`src/hdl/pcc_pkg.sv`:
```
// Shared types, constants and AES helper functions for the payload CTR cipher.
// No dependencies.
package pcc_pkg;

    localparam int MAX_FRAME_BYTES = 255;
    localparam int FIFO_DEPTH      = 4;
    localparam int FIFO_AW         = $clog2(FIFO_DEPTH);
    localparam int AES_ROUNDS      = 10;

    localparam logic [7:0] CTR_TAG  = 8'h01;
    localparam logic [7:0] RCON_ONE = 8'h01;

    typedef enum logic {
        CFG_KEY_LOW  = 1'b0,
        CFG_KEY_HIGH = 1'b1
    } t_cfg_idx;

    typedef struct packed {
        logic [7:0]  data;
        logic        last;
        logic [3:0]  pos;
        logic [7:0]  cnt;
        logic        frm_start;
        logic        blk_start;
        logic [31:0] addr;
        logic        dir;
        logic [31:0] fcnt;
    } t_item;

    localparam logic [7:0] SBOX [256] = '{
        8'h63,8'h7c,8'h77,8'h7b,8'hf2,8'h6b,8'h6f,8'hc5,8'h30,8'h01,8'h67,8'h2b,8'hfe,8'hd7,8'hab,8'h76,
        8'hca,8'h82,8'hc9,8'h7d,8'hfa,8'h59,8'h47,8'hf0,8'had,8'hd4,8'ha2,8'haf,8'h9c,8'ha4,8'h72,8'hc0,
        8'hb7,8'hfd,8'h93,8'h26,8'h36,8'h3f,8'hf7,8'hcc,8'h34,8'ha5,8'he5,8'hf1,8'h71,8'hd8,8'h31,8'h15,
        8'h04,8'hc7,8'h23,8'hc3,8'h18,8'h96,8'h05,8'h9a,8'h07,8'h12,8'h80,8'he2,8'heb,8'h27,8'hb2,8'h75,
        8'h09,8'h83,8'h2c,8'h1a,8'h1b,8'h6e,8'h5a,8'ha0,8'h52,8'h3b,8'hd6,8'hb3,8'h29,8'he3,8'h2f,8'h84,
        8'h53,8'hd1,8'h00,8'hed,8'h20,8'hfc,8'hb1,8'h5b,8'h6a,8'hcb,8'hbe,8'h39,8'h4a,8'h4c,8'h58,8'hcf,
        8'hd0,8'hef,8'haa,8'hfb,8'h43,8'h4d,8'h33,8'h85,8'h45,8'hf9,8'h02,8'h7f,8'h50,8'h3c,8'h9f,8'ha8,
        8'h51,8'ha3,8'h40,8'h8f,8'h92,8'h9d,8'h38,8'hf5,8'hbc,8'hb6,8'hda,8'h21,8'h10,8'hff,8'hf3,8'hd2,
        8'hcd,8'h0c,8'h13,8'hec,8'h5f,8'h97,8'h44,8'h17,8'hc4,8'ha7,8'h7e,8'h3d,8'h64,8'h5d,8'h19,8'h73,
        8'h60,8'h81,8'h4f,8'hdc,8'h22,8'h2a,8'h90,8'h88,8'h46,8'hee,8'hb8,8'h14,8'hde,8'h5e,8'h0b,8'hdb,
        8'he0,8'h32,8'h3a,8'h0a,8'h49,8'h06,8'h24,8'h5c,8'hc2,8'hd3,8'hac,8'h62,8'h91,8'h95,8'he4,8'h79,
        8'he7,8'hc8,8'h37,8'h6d,8'h8d,8'hd5,8'h4e,8'ha9,8'h6c,8'h56,8'hf4,8'hea,8'h65,8'h7a,8'hae,8'h08,
        8'hba,8'h78,8'h25,8'h2e,8'h1c,8'ha6,8'hb4,8'hc6,8'he8,8'hdd,8'h74,8'h1f,8'h4b,8'hbd,8'h8b,8'h8a,
        8'h70,8'h3e,8'hb5,8'h66,8'h48,8'h03,8'hf6,8'h0e,8'h61,8'h35,8'h57,8'hb9,8'h86,8'hc1,8'h1d,8'h9e,
        8'he1,8'hf8,8'h98,8'h11,8'h69,8'hd9,8'h8e,8'h94,8'h9b,8'h1e,8'h87,8'he9,8'hce,8'h55,8'h28,8'hdf,
        8'h8c,8'ha1,8'h89,8'h0d,8'hbf,8'he6,8'h42,8'h68,8'h41,8'h99,8'h2d,8'h0f,8'hb0,8'h54,8'hbb,8'h16
    };

    function automatic logic [7:0] xt(input logic [7:0] v);
        xt = {v[6:0], 1'b0} ^ (v[7] ? 8'h1b : 8'h00);
    endfunction

endpackage

```
`src/hdl/pcc_front.sv`:
```
// Front part: accepts bytes, tracks frame and block position, builds queue items.
// Depends on pcc_pkg.
module pcc_front (
    input  logic           i_clk,
    input  logic           i_rst_n,
    input  logic           i_acc,
    input  logic [7:0]     i_data_byte,
    input  logic           i_last_byte,
    input  logic [31:0]    i_frame_address,
    input  logic           i_direction,
    input  logic [31:0]    i_frame_counter,
    output pcc_pkg::t_item o_item
);
    import pcc_pkg::*;

    logic        r_in_frame;
    logic [3:0]  r_pos;
    logic [7:0]  r_cnt;
    logic [31:0] r_addr;
    logic        r_dir;
    logic [31:0] r_fcnt;
    logic [3:0]  pos;
    logic [7:0]  cnt;
    logic [12:0] done;
    logic        fin;

    always_comb begin
        pos  = r_in_frame ? r_pos : 4'd0;
        cnt  = r_in_frame ? r_cnt : 8'd1;
        done = {1'b0, cnt - 8'd1, pos} + 13'd1;
        fin  = i_last_byte || (done >= 13'(MAX_FRAME_BYTES));
        o_item.data      = i_data_byte;
        o_item.last      = fin;
        o_item.pos       = pos;
        o_item.cnt       = cnt;
        o_item.frm_start = !r_in_frame;
        o_item.blk_start = (pos == 4'd0);
        o_item.addr      = r_in_frame ? r_addr : i_frame_address;
        o_item.dir       = r_in_frame ? r_dir  : i_direction;
        o_item.fcnt      = r_in_frame ? r_fcnt : i_frame_counter;
    end

    always_ff @(posedge i_clk) begin
        if (!i_rst_n) begin
            r_in_frame <= 1'b0;
            r_pos      <= '0;
            r_cnt      <= 8'd1;
            r_addr     <= '0;
            r_dir      <= 1'b0;
            r_fcnt     <= '0;
        end else if (i_acc) begin
            r_in_frame <= !fin;
            r_pos      <= pos + 4'd1;
            r_cnt      <= (pos == 4'd15) ? cnt + 8'd1 : cnt;
            r_addr     <= o_item.addr;
            r_dir      <= o_item.dir;
            r_fcnt     <= o_item.fcnt;
        end
    end
endmodule

```
`config.mk`:
```
export PLATFORM = sky130hd
export DESIGN_NAME = pcc_front
export DESIGN_NICKNAME = d
export VERILOG_FILES = /design/src/hdl/pcc_pkg.sv /design/src/hdl/pcc_front.sv
export SDC_FILE = /design/constraint.sdc
export NUM_CORES = 1
export LEC_CHECK = 0
export BUFFER_PORTS_ARGS = -buffer_cell sky130_fd_sc_hd__buf_2
export CAP_MARGIN = 0
export CORE_ASPECT_RATIO = 0.5
export CORE_UTILIZATION = 49
export DETAILED_ROUTE_END_ITERATION = 10
export GPL_TIMING_DRIVEN = 1
export HOLD_SLACK_MARGIN = 0.15
export PLACE_DENSITY_LB_ADDON = 0.05
export SYNTH_ARGS = -nofsm -noshare
export SYNTH_HDL_FRONTEND = slang
export SYNTH_SLANG_ARGS = --single-unit
export TNS_END_PERCENT = 5
```
`constraint.sdc`:
```
create_clock -name i_clk -period 4.7 [get_ports i_clk]
set_input_delay 0.47 -clock i_clk [delete_from_list [all_inputs] [get_ports i_clk]]
set_output_delay 0.47 -clock i_clk [all_outputs]
set_load 0.05 [all_outputs]
```
==> impl_metrics.yaml <==
power_and_ir_drop:
  leakagePower_nw: 2.25
  vdd_drop_max_v: 0.000229
  pwr_density_cell_nw_per_um2: 334
placement:
  gp_congestion: 0.814
  dp_hpwl_um: 6610
  io_buffers: 148
  place_inst: 720
clock_tree:
  cts_tree: "done"
  cts_hold_buffers: 0
  clk_pin_slew_worst_paths_ns: 0.06
  cts-root-buf: "clkbuf_16"
  post_cts_resized: 0
  clock_latency_ns: 0.33
  h-tree-depth: 3
  numClockSinks: 78
  numCtsBuffers: 9
  clockBufferDepth: 2
  post_cts_buffers: 0
setup_path:
  critPathTopFamily: "simple AND/OR/NAND/NOR gates"
  crit_arrival_ns: 3.41
  required_ns: 4.23
  crit_chain: "buf_4 -> nor3b_1 -> a21boi_0 -> a211oi_1 -> o31ai_1 -> or4b_1 -> buf_2"
  slowest_stage: "dfxtp_4"
  worstSetupPathType: "flip-flop to output pin"
  worst-path-buf-inv: 2
  end_kind: "output pin"
  slowest_delay_ns: 0.68
  cp-start-kind: "flip-flop"
  crit_fanout: 50
synthesis:
  ys_types: 51
  yosys_warnings: 0
  synth_nets: 582
  synthCells: 500
  ys_ff_latch: 78
  synth_seq_area_share_pct: 36.5
  netlist_area_um2: 4270
  syn_avg_cell_area_um2: 8.55
  async_reset_ff_share_pct: 0
  synth-edff-count: 0
  synth_flop_cell: "dfxtp_1"
route:
  drtPass1Iterations: 4
  wl_per_cell_um: 13.4
  antenna_left: 0
  vias: 3742
  finalWirelength_um: 9860
  drc: 0
  drtIter0Drc: 163
  detail_route.vias_per_cell: 5.09
sta:
  min_period_over_period_pct: 82.5
  fin_crit_ns: 3.88
  hold_violations: 0
  setup_viol: 0
  fmax_mhz: 258
  setup_tns_ns: 0
  relSlewSlack_pct: 43.5
  final_max_slew_viol_count: 0
  rsz0062_at_grt: "no"
  tightest_slew_ns: 0.847
  finalClockSkew_ns: 0.00554
die:
  die_h_um: 68.0
  initial_utilization_pct: 51.9
  die_w_um: 134
  rows: 23
  die_area_um2: 9120
  core-area_um2: 8230
  ios: 165
flow_run:
  drv_cap: 0
global_route:
  grt_usage_pct: 21.9
  use_met2_pct: 36.5
  grt_most_used_layer: "met2"
  grt_util_met3_pct: 7.85
  overflow: 0
  antenna_found_initial: 0
  grt_pass1_vias: 3329
  grt_max_degree: 57
  use_met1_pct: 26.9
  grt_first_pass_wirelength_um: 15600
finish:
  fin_cells: 735
  diodes: 0
  syn2layout_area_growth_pct: 22.7
  final_nets: 701
  drive_gt1_share_pct: 39.3
min_path:
  hp-class: "primary input to flip-flop"
outcome:
  status: "finished clean"
-- logic make-up (layout without fill, tap and decap cells) --
group	after synthesis	after routing	synth area share, %
buf+inv	53	176	5.91
xor+xnor	6	6	1.23
compound gates	94	94	16.2
flops	78	78	36.5
simple gates	197	197	21.1
fa+ha+maj	5	5	1.46
mux	67	67	17.6
-- flip-flops by register name, indices dropped and copies added (netlist names) --
| register | count |
|---|---|
| r_addr | 32 |
| r_dir | 1 |
| r_pos | 4 |
| r_fcnt | 32 |
| r_cnt | 8 |
| r_in_frame | 1 |
-- cell usage in the layout (no fill, tap or decap), types with 3 or more instances in the layout --
master,Yosys,final
a21boi_0,68,68
a21oi_1,6,6
and2_1,9,9
and3_1,3,3
buf_2,1,148
buf_4,10,5
clkbuf_16,0,9
clkinv_2,0,3
dfxtp_1,78,77
ha_1,5,5
inv_1,6,6
mux2_2,65,65
nand2_1,144,143
nand3_1,6,6
nand4_1,3,3
nor2_1,6,5
nor2b_1,4,4
nor3_1,4,4
o21ai_0,4,4
xor2_1,4,4
-- stage by stage --
stage	power, mW	hold WS, ns	worst slack, ns	util, %	cell area (um2)
after global routing	1.84	0.384	0.529	63.7	5250
final	1.75	0.388	0.823	63.7	5250
after floorplan	1.06	0.440	0.652	-	4270
after detailed placement	1.14	0.455	1.19	60.6	4980
after global placement	1.14	0.449	1.26	60.6	4980
after CTS	1.77	0.382	0.830	63.7	5250
-- worst reg2reg max path, stage by stage, from the launching register on --
cell and delay, ns:
dfxtp_4 0.68, inv_2 0.20, nor2_1 0.23, ha_1 0.32, nor2_1 0.05, or4_1 0.46
or3_1 0.38, o31ai_1 0.31, o41ai_1 0.11
-- cells in the mapped netlist, types with 2 or more instances --
master	number	area share, %
nor2_1	6	0.53
nor3b_1	2	0.35
mux2_2	65	17
nand3_1	6	0.70
inv_1	6	0.53
a21boi_0	68	12
and2_1	9	1.3
xor2_1	4	0.82
nor4_4	2	1.0
a32oi_1	2	0.41
and2_2	2	0.35
mux2i_1	2	0.47
nor4_1	2	0.29
a211oi_1	2	0.35
nand4_1	3	0.44
o21ai_0	4	0.47
dfxtp_1	78	37
nor3_1	4	0.47
and3_1	3	0.44
nand2_1	144	13
clkbuf_1	31	2.7
buf_6	2	0.53
nor2b_1	4	0.59
xnor2_1	2	0.41
ha_1	5	1.5
buf_4	10	1.8
o21a_1	2	0.35
a21oi_1	6	0.70
or3_1	2	0.29
-- final cells by class --
type / instances / area [um2]
fillers: 777 / 2980
multi-input cells: 369 / 2470
flip-flops and latches: 78 / 1570
repair buffers: 153 / 778
clock buffers: 9 / 225
well taps: 112 / 140
clock inverters: 6 / 37.5
inverters: 8 / 30.0
-- power by group --
part	switching (mW)	total (mW)	internal, mW
clock	0.274	0.627	0.353
combinational	0.277	0.404	0.127
sequential	0.0234	0.720	0.696
-- worst paths after layout --
path / to / slack [ns] / from / cells after the start
max reg2reg: r_in_frame / 1.81 / r_in_frame / 8
min: r_fcnt[31] / 0.39 / i_frame_counter[31] / 3
max: o_item[79] / 0.82 / r_in_frame / 7
min reg2reg: r_fcnt[6] / 0.46 / r_fcnt[6] / 2
-- metal layers --
layer / routed length, um / up-vias
li1: - / 1929
met1: 4670 / 1699
met2: 4390 / 102
met3: 693 / 12
met4: 102 / 0
met5: 0 / -
Power figures use the tool's default switching activity.
