--- src/hdl/pcc_pkg.sv ---
// Shared types, constants and AES helper functions for the payload CTR cipher.
// No dependencies.
package pcc_pkg;

    localparam int MAX_FRAME_BYTES = 255;
    localparam int FIFO_DEPTH      = 4;
    localparam int FIFO_AW         = $clog2(FIFO_DEPTH);
    localparam int AES_ROUNDS      = 10;

    localparam logic [7:0] CTR_TAG  = 8'h01;
    localparam logic [7:0] RCON_ONE = 8'h01;

    typedef enum logic {
        CFG_KEY_LOW  = 1'b0,
        CFG_KEY_HIGH = 1'b1
    } t_cfg_idx;

    typedef struct packed {
        logic [7:0]  data;
        logic        last;
        logic [3:0]  pos;
        logic [7:0]  cnt;
        logic        frm_start;
        logic        blk_start;
        logic [31:0] addr;
        logic        dir;
        logic [31:0] fcnt;
    } t_item;

    localparam logic [7:0] SBOX [256] = '{
        8'h63,8'h7c,8'h77,8'h7b,8'hf2,8'h6b,8'h6f,8'hc5,8'h30,8'h01,8'h67,8'h2b,8'hfe,8'hd7,8'hab,8'h76,
        8'hca,8'h82,8'hc9,8'h7d,8'hfa,8'h59,8'h47,8'hf0,8'had,8'hd4,8'ha2,8'haf,8'h9c,8'ha4,8'h72,8'hc0,
        8'hb7,8'hfd,8'h93,8'h26,8'h36,8'h3f,8'hf7,8'hcc,8'h34,8'ha5,8'he5,8'hf1,8'h71,8'hd8,8'h31,8'h15,
        8'h04,8'hc7,8'h23,8'hc3,8'h18,8'h96,8'h05,8'h9a,8'h07,8'h12,8'h80,8'he2,8'heb,8'h27,8'hb2,8'h75,
        8'h09,8'h83,8'h2c,8'h1a,8'h1b,8'h6e,8'h5a,8'ha0,8'h52,8'h3b,8'hd6,8'hb3,8'h29,8'he3,8'h2f,8'h84,
        8'h53,8'hd1,8'h00,8'hed,8'h20,8'hfc,8'hb1,8'h5b,8'h6a,8'hcb,8'hbe,8'h39,8'h4a,8'h4c,8'h58,8'hcf,
        8'hd0,8'hef,8'haa,8'hfb,8'h43,8'h4d,8'h33,8'h85,8'h45,8'hf9,8'h02,8'h7f,8'h50,8'h3c,8'h9f,8'ha8,
        8'h51,8'ha3,8'h40,8'h8f,8'h92,8'h9d,8'h38,8'hf5,8'hbc,8'hb6,8'hda,8'h21,8'h10,8'hff,8'hf3,8'hd2,
        8'hcd,8'h0c,8'h13,8'hec,8'h5f,8'h97,8'h44,8'h17,8'hc4,8'ha7,8'h7e,8'h3d,8'h64,8'h5d,8'h19,8'h73,
        8'h60,8'h81,8'h4f,8'hdc,8'h22,8'h2a,8'h90,8'h88,8'h46,8'hee,8'hb8,8'h14,8'hde,8'h5e,8'h0b,8'hdb,
        8'he0,8'h32,8'h3a,8'h0a,8'h49,8'h06,8'h24,8'h5c,8'hc2,8'hd3,8'hac,8'h62,8'h91,8'h95,8'he4,8'h79,
        8'he7,8'hc8,8'h37,8'h6d,8'h8d,8'hd5,8'h4e,8'ha9,8'h6c,8'h56,8'hf4,8'hea,8'h65,8'h7a,8'hae,8'h08,
        8'hba,8'h78,8'h25,8'h2e,8'h1c,8'ha6,8'hb4,8'hc6,8'he8,8'hdd,8'h74,8'h1f,8'h4b,8'hbd,8'h8b,8'h8a,
        8'h70,8'h3e,8'hb5,8'h66,8'h48,8'h03,8'hf6,8'h0e,8'h61,8'h35,8'h57,8'hb9,8'h86,8'hc1,8'h1d,8'h9e,
        8'he1,8'hf8,8'h98,8'h11,8'h69,8'hd9,8'h8e,8'h94,8'h9b,8'h1e,8'h87,8'he9,8'hce,8'h55,8'h28,8'hdf,
        8'h8c,8'ha1,8'h89,8'h0d,8'hbf,8'he6,8'h42,8'h68,8'h41,8'h99,8'h2d,8'h0f,8'hb0,8'h54,8'hbb,8'h16
    };

    function automatic logic [7:0] xt(input logic [7:0] v);
        xt = {v[6:0], 1'b0} ^ (v[7] ? 8'h1b : 8'h00);
    endfunction

endpackage

--- src/hdl/pcc_fifo.sv ---
// Short item queue between the front and back parts.
// Depends on pcc_pkg.
module pcc_fifo (
    input  logic           i_clk,
    input  logic           i_rst_n,
    input  logic           i_push,
    input  pcc_pkg::t_item i_item,
    output logic           o_full,
    input  logic           i_pop,
    output logic           o_empty,
    output pcc_pkg::t_item o_item
);
    import pcc_pkg::*;

    t_item              r_mem [FIFO_DEPTH];
    logic [FIFO_AW-1:0] r_wr;
    logic [FIFO_AW-1:0] r_rd;
    logic [FIFO_AW:0]   r_cnt;

    assign o_full  = (r_cnt == (FIFO_AW+1)'(FIFO_DEPTH));
    assign o_empty = (r_cnt == '0);
    assign o_item  = r_mem[r_rd];

    always_ff @(posedge i_clk) begin
        if (i_push) begin
            r_mem[r_wr] <= i_item;
        end
    end

    always_ff @(posedge i_clk) begin
        if (!i_rst_n) begin
            r_wr  <= '0;
            r_rd  <= '0;
            r_cnt <= '0;
        end else begin
            if (i_push) r_wr <= r_wr + 1'b1;
            if (i_pop)  r_rd <= r_rd + 1'b1;
            unique case ({i_push, i_pop})
                2'b10:   r_cnt <= r_cnt + 1'b1;
                2'b01:   r_cnt <= r_cnt - 1'b1;
                default: r_cnt <= r_cnt;
            endcase
        end
    end
endmodule

--- config.mk ---
export PLATFORM = sky130hd
export DESIGN_NAME = pcc_fifo
export DESIGN_NICKNAME = d
export VERILOG_FILES = /design/src/hdl/pcc_pkg.sv /design/src/hdl/pcc_fifo.sv
export SDC_FILE = /design/constraint.sdc
export NUM_CORES = 1
export LEC_CHECK = 0
export ABC_CLOCK_PERIOD_IN_PS = 3160
export BUFFER_PORTS_ARGS = -buffer_cell sky130_fd_sc_hd__buf_2
export CAP_MARGIN = 20
export CORE_UTILIZATION = 51
export DETAILED_ROUTE_END_ITERATION = 8
export PLACE_DENSITY = 0.86
export SLEW_MARGIN = 5
export SYNTH_ARGS = -nofsm -noshare
export SYNTH_HDL_FRONTEND = slang
export SYNTH_SLANG_ARGS = --single-unit
--- constraint.sdc ---
create_clock -name i_clk -period 3.16 [get_ports i_clk]
set_input_delay 0.158 -clock i_clk [delete_from_list [all_inputs] [get_ports i_clk]]
set_output_delay 0.158 -clock i_clk [all_outputs]
set_load 0.005 [all_outputs]
==> reports/results.ini, run 1 <==
[outcome]
outcome = finished clean

[placed_design]
hpwl_mm = 14.04
portBuffers = 181
globalplace.congestion = 0.6954
dp_slack_ns = 1.184

[synthesis]
synth_cell_types = 22
yosysWarnings = 0
synth.net_count = 604
syn_area_um2 = 13140
ys_ff_latch = 361
postSynthAreaPerCell_um2 = 25.96
seq_area_frac_synth_pct = 81.84
postSynthCellCount = 506

[finish]
nets = 904
nFillCells = 1591
areaGrowthSynthToFinish_pct = 26.05
drive_gt1_share_pct = 40.31
multi_input_area_um2 = 2240
regArea_um2 = 10760
num_antenna_cells = 0

[floorplan]
die_h_um = 162.5
ios = 182
core.rowCount = 58
start_util_pct = 52.02
die-area_um2 = 26400
dieWidth_um = 162.5
core_um2 = 25250

[worst_setup_path]
reg2reg_slack_ns = 1.35
cp-start-kind = register
critPathBufInv = 2
crit_path_max_fanout = 32
slowest_delay_ns = 0.69
critPathTopFamily = flip-flops
crit_type = register to output pin
cp-end-kind = output pin
cp_slowest_cell = dfxtp_4
worstPathRequired_ns = 3.00
critPathArrivalTime_ns = 2.31
crit_chain = buf_12 -> mux4_2 -> buf_2

[power]
powerDensity_nw_per_um2 = 648.5
switching_share_pct = 20.61
switching_power_mw = 2.213
p_int_mw = 8.526
clock_power_share_pct = 38.7
p_leak_nw = 5.650
pwr-share-comb_pct = 9.3
seqPwrFrac_pct = 52.0
ir_drop_uv = 457.9

[clock_tree]
clk_path_buf_depth = 3
cts_root_buf = clkbuf_16
h-tree-depth = 2
cts_sinks = 361
cts_buffers = 36
clock_latency_ns = 0.50
path_clk_slew_ns = 0.06
cts_tree = done

[global_routing]
grt_max_degree = 57
track_usage_pct = 19.27
grt_overflow = 0
antenna_found_initial = 0
grt_pass1_vias = 6902
grt_pass1_wl_mm = 38.03

[route]
wl_mm = 24.93
viasPerCell = 5.452
dr.pass1.iters = 4
drtIter0Drc = 432
wl_per_cell_um = 21.47
ant_nets = 0
wl_met2_mm = 12.94
vias = 6330
wl_met3_mm = 1.469
drc = 0
wl_met1_mm = 9.898
top_layer = met4

[sta]
worst_slack_ns = 0.6964
worst_slew_pin_slew_ns = 0.5731
post-route-period-util_pct = 77.96
hold_violations = 0
tns_ns = 0
hold_ws_ns = 0.05921
final.min_clock_period_ns = 2.464
drv_slew = 0
rsz0062_at_grt = no
max_freq_ghz = 0.4059
relSlewSlack_pct = 61.79
setup_violations = 0
clock_skew_ns = 0.01116

[job]
cap_violations = 0

[min_path]
hold_path_class = input pin to register

==> metrics by stage <==
step                util [%]  instances  total power [mW]  cell area (µm²)
floorplan                  -        506             6.179            13140
global placement       57.48       1009             6.560            14520
detailed placement     57.48       1009             6.600            14520
CTS                    65.57       1161             10.84            16560
global route           65.57       1161             11.09            16560
finish                 65.57       1161             10.74            16560
==> layer usage <==
layer	up-vias	GRT usage, %
met1	3290	24.59
met5	-	0
met2	223	32.75
met3	50	4.253
met4	0	6.732
li1	2767	-
==> area by class of cell <==
type,instances,area share [%]
Clock buffer,48,5.901
Multi-Input combinational cell,119,13.53
Timing Repair Buffer,282,11.92
Tap cell,330,2.494
Clock inverter,15,1.050
Sequential cell,361,64.97
Inverter,6,0.1360
==> what timing repair did <==
action,in CTS,in global routing
hold buffers,89,0
endpoints found under the hold margin,361,0
setup buffers,0,0
gates resized for setup,0,0
==> sequential cells by signal (all words and copies together) (netlist names), named ones only <==
| register | count |
|---|---|
| r_cnt | 3 |
| r_wr | 2 |
| r_rd | 2 |
| r_mem | 352 |
==> kinds of logic (layout without fill, tap and decap cells) <==
kind of cell               Yosys count  in the layout  share of synthesized area (%)
and+or+nand+nor                     16             16                         0.7144
AOI/OAI and AO/OA                    3              3                         0.1334
xor gates and xnor gates             5              5                         0.3334
DFF                                361            361                          81.84
adders and majority gates            6              6                         0.6286
buffers and inverters               26            351                          1.191
muxes                               89             89                          15.16
==> power groups by stage <==
stage / logic, mW / clock network, mW / registers (mW)
2_1_floorplan: 0.530 / 0 / 5.65
3_3_place_gp: 0.885 / 0 / 5.68
3_5_place_dp: 0.908 / 0 / 5.69
4_1_cts: 1.00 / 4.24 / 5.59
5_1_grt: 1.08 / 4.40 / 5.61
6_report: 0.994 / 4.16 / 5.59
==> Yosys cell counts (all sizes together) <==
master	number	area share [%]
edfxtp	352	80
mux4	88	15
buf	14	0.85
and2	10	0.48
dfxtp	9	1.4
clkbuf	6	0.17
inv	6	0.17
ha	5	0.48
xor2	3	0.20
nand2	2	0.057
o21ai	2	0.076
xnor2	2	0.13
a21boi	1	0.057
and3	1	0.048
fa	1	0.15
mux2i	1	0.076
nor2b	1	0.048
nor3	1	0.038
or3	1	0.048
==> worst paths after layout <==
check                         from                     end  cells past startpoint
max                       register              o_item[79]                      3
min                          i_pop                register                      3
max reg2reg   r_wr[0]$_SDFFE_PN0P_  r_mem[0][40]$_DFFE_PP_                      4
min reg2reg  r_cnt[2]$_SDFFE_PN0P_   r_cnt[2]$_SDFFE_PN0P_                      2
==> cell usage in the layout, fill, tap and decap left out, drive strengths merged <==
| cell type | instances |
|---|---|
| a21boi | 1 |
| and2 | 10 |
| and3 | 1 |
| buf | 193 |
| bufinv | 4 |
| clkbuf | 48 |
| clkinv | 9 |
| clkinvlp | 2 |
| dfxtp | 9 |
| dlygate4sd3 | 89 |
| edfxtp | 352 |
| fa | 1 |
| ha | 5 |
| inv | 6 |
| mux2i | 1 |
| mux4 | 88 |
| nand2 | 2 |
| nor2b | 1 |
| nor3 | 1 |
| o21ai | 2 |
| or3 | 1 |
| xnor2 | 2 |
| xor2 | 3 |
==> worst register-to-register path, delay by kind of cell (launching register included) <==
family	cells	cell delay (ns)
adders and majority gates	1	0.15
DFF	1	0.34
and+or+nand+nor	1	0.45
buffers and inverters	2	0.53
(Power assumes the default switching activity.)
==> run 2, diff against run 1 <==
ABC_AREA = 1   (was default)
ABC_CLOCK_PERIOD_IN_PS = 2550   (was 3160)
CORE_UTILIZATION = 57   (was 51)
PLACE_DENSITY = 0.9   (was 0.86)
clock period = 2.55 ns   (was 3.16 ns; I/O delays follow)
==> reports/results.ini, run 2 <==
[sta]
final.min_clock_period_ns = 2.335
setup_violations = 0
clock_skew_ns = 0.01298
max_freq_ghz = 0.4282
drv_slew = 0
tns_ns = 0
rsz0062_at_grt = no
worst_slack_ns = 0.2147
post-route-period-util_pct = 91.58
hold_violations = 0
relSlewSlack_pct = 50.73
worst_slew_pin_slew_ns = 0.7391

[clock_tree]
cts_hold_buf = 91
post_cts_buffers = 0
cts_sinks = 361
h-tree-depth = 2
path_clk_slew_ns = 0.06
clk_path_buf_depth = 3
cts_buffers = 36
cts_root_buf = clkbuf_16
cts_tree = done
clock_latency_ns = 0.52
cts_resized = 0

[finish]
areaGrowthSynthToFinish_pct = 24.42
fin_util_pct = 73.05
final_common_cell = edfxtp_1
largest_register_ffs = 352
drive_gt1_share_pct = 21.45
nets = 1276
max_flop_register = r_mem
layout_common_cells = edfxtp_1 (352), buf_2 (181), nor2_1 (179), o21ai_0 (127), dlygate4sd3_1 (91)
largestRegisters = r_mem: 352 flops, r_cnt: 3 flops
postLayoutCellArea_um2 = 16740

[worst_setup_path]
crit_chain = buf_4 -> o21ai_0 -> o22ai_1 -> buf_2
critPathArrivalTime_ns = 2.21
critPathBufInv = 2
cp_slowest_cell = buf_4
crit_end = o_item[75]
crit_type = register to output pin
worstPathRequired_ns = 2.42
cp-end-kind = output pin
reg2reg_from = r_wr[1]$_SDFFE_PN0P_
path_depth = 4
cp-start-kind = register
crit_path_max_fanout = 76
r2r_cells = 5
r2r_end = r_mem[0][51]$_DFFE_PP_
slowest_delay_ns = 0.60
critPathTopFamily = buffers and inverters
reg2reg_slack_ns = 0.65

[synthesis]
post-synth-top-count-cell = edfxtp_1
syn_area_um2 = 13460
postSynthAreaPerCell_um2 = 14.84
synth_top_area_share_pct = 78.56
async_flop_share_pct = 0
synth.net_count = 1005
ys_ff_latch = 361
synth.top_cells.by_count = edfxtp_1 (352), nor2_1 (179), o21ai_0 (127)
synth_ff_type = edfxtp_1
synth-edff-count = 352
yosysWarnings = 0
yosys.area.top_type = edfxtp_1
yosys-top-cells-area = edfxtp_1 (79%), nor2_1 (5.0%), o21ai_0 (4.7%), o22ai_1 (4.1%), o21ai_1 (2.0%)
seq_area_frac_synth_pct = 79.90
postSynthCellCount = 907
synth_cell_types = 21

[floorplan]
core.rowCount = 55
die_h_um = 155.6
die-area_um2 = 24220
dieWidth_um = 155.6
start_util_pct = 58.72
core_um2 = 22920
ios = 182

[power]
powerDensity_nw_per_um2 = 784.4
power.total_mw = 13.13
p_leak_nw = 5.910
ir_drop_uv = 590.1

[global_routing]
grt_pass1_vias = 8876
grt_pass1_wl_mm = 46.25
grt_overflow = 0
grt_max_degree = 101
antenna_found_initial = 2
track_usage_pct = 25.23

[placed_design]
dp_slack_ns = 0.6570
portBuffers = 181
hpwl_mm = 16.28
place_area_um2 = 14700
globalplace.congestion = 0.7924

[route]
viasPerCell = 5.796
ant_nets = 0
dr.pass1.iters = 7
wl_mm = 30.58
drc = 0
drtIter0Drc = 832
vias = 8799
wl_per_cell_um = 20.14

[outcome]
outcome = finished clean

[min_path]
min_from = i_item[13]
hold_path_class = input pin to register

[job]
cap_violations = 0

## run 2: changes by cell type in the layout (fill, tap and decap cells not counted), moves of 7 or more
cell     previous run  this run
nand2_1             2         9
o21ai_0             2       127
nor2_1              0       179
o21ai_1             0        55
o22ai_1             0        88
mux4_2             88         0
## run 2: cell type report
type | instances | area [µm²]
Antenna cell | 2 | 5.005
Clock buffer | 44 | 972.2
Clock inverter | 19 | 155.1
Fill cell | 1370 | 6175
Inverter | 17 | 83.83
Multi-Input combinational cell | 473 | 2296
Sequential cell | 361 | 10760
Tap cell | 313 | 391.6
Timing Repair Buffer | 289 | 2082
## run 2: cell families after synthesis
logic type               count (synthesis)  share of synthesized area [%]
AND/OR/NAND/NOR                        192                          5.403
AO/OA/AOI/OAI                          275                          11.05
adder cells (fa/ha/maj)                  6                         0.6137
flip-flops                             361                          79.90
buffers and inverters                   73                          3.041
## run 2: stage by stage
stage               instances  hold WS (ns)
floorplan                 907        0.2264
global placement         1362        0.3367
detailed placement       1362        0.3430
CTS                      1516        0.3420
global route             1518        0.3570
finish                   1518        0.3671
## run 2: how the worst min path moves through the flow
stage                                  end  depth (start not counted)
floorplan            r_mem[0][0]$_DFFE_PP_                          0
global placement    r_mem[3][52]$_DFFE_PP_                          1
detailed placement  r_mem[3][32]$_DFFE_PP_                          1
CTS                 r_mem[2][69]$_DFFE_PP_                          2
global route        r_mem[1][13]$_DFFE_PP_                          2
finish              r_mem[1][13]$_DFFE_PP_                          2
## run 2: where the power goes
part           leakage, nW  switching (mW)  internal [mW]
Combinational         2.05           0.758          0.485
Clock                0.555            2.12           2.92
Sequential            3.31          0.0679           6.78
Total                 5.91            2.94           10.2
## run 2: worst reg2reg max path, stage by stage, from the launching register on
cell and delay [ns]:
dfxtp_1 0.38, inv_1 0.11, ha_1 0.19, nand2_1 0.12
clkinvlp_4 0.43, buf_12 0.38
## run 2: routing by layer
metal	global-route usage [%]	part of all wire, %	wire length, µm
met4	9.337	2.4	743
met1	30.93	37	11450
met3	5.639	8.5	2588
met2	44.01	52	15800
met5	0	0	0
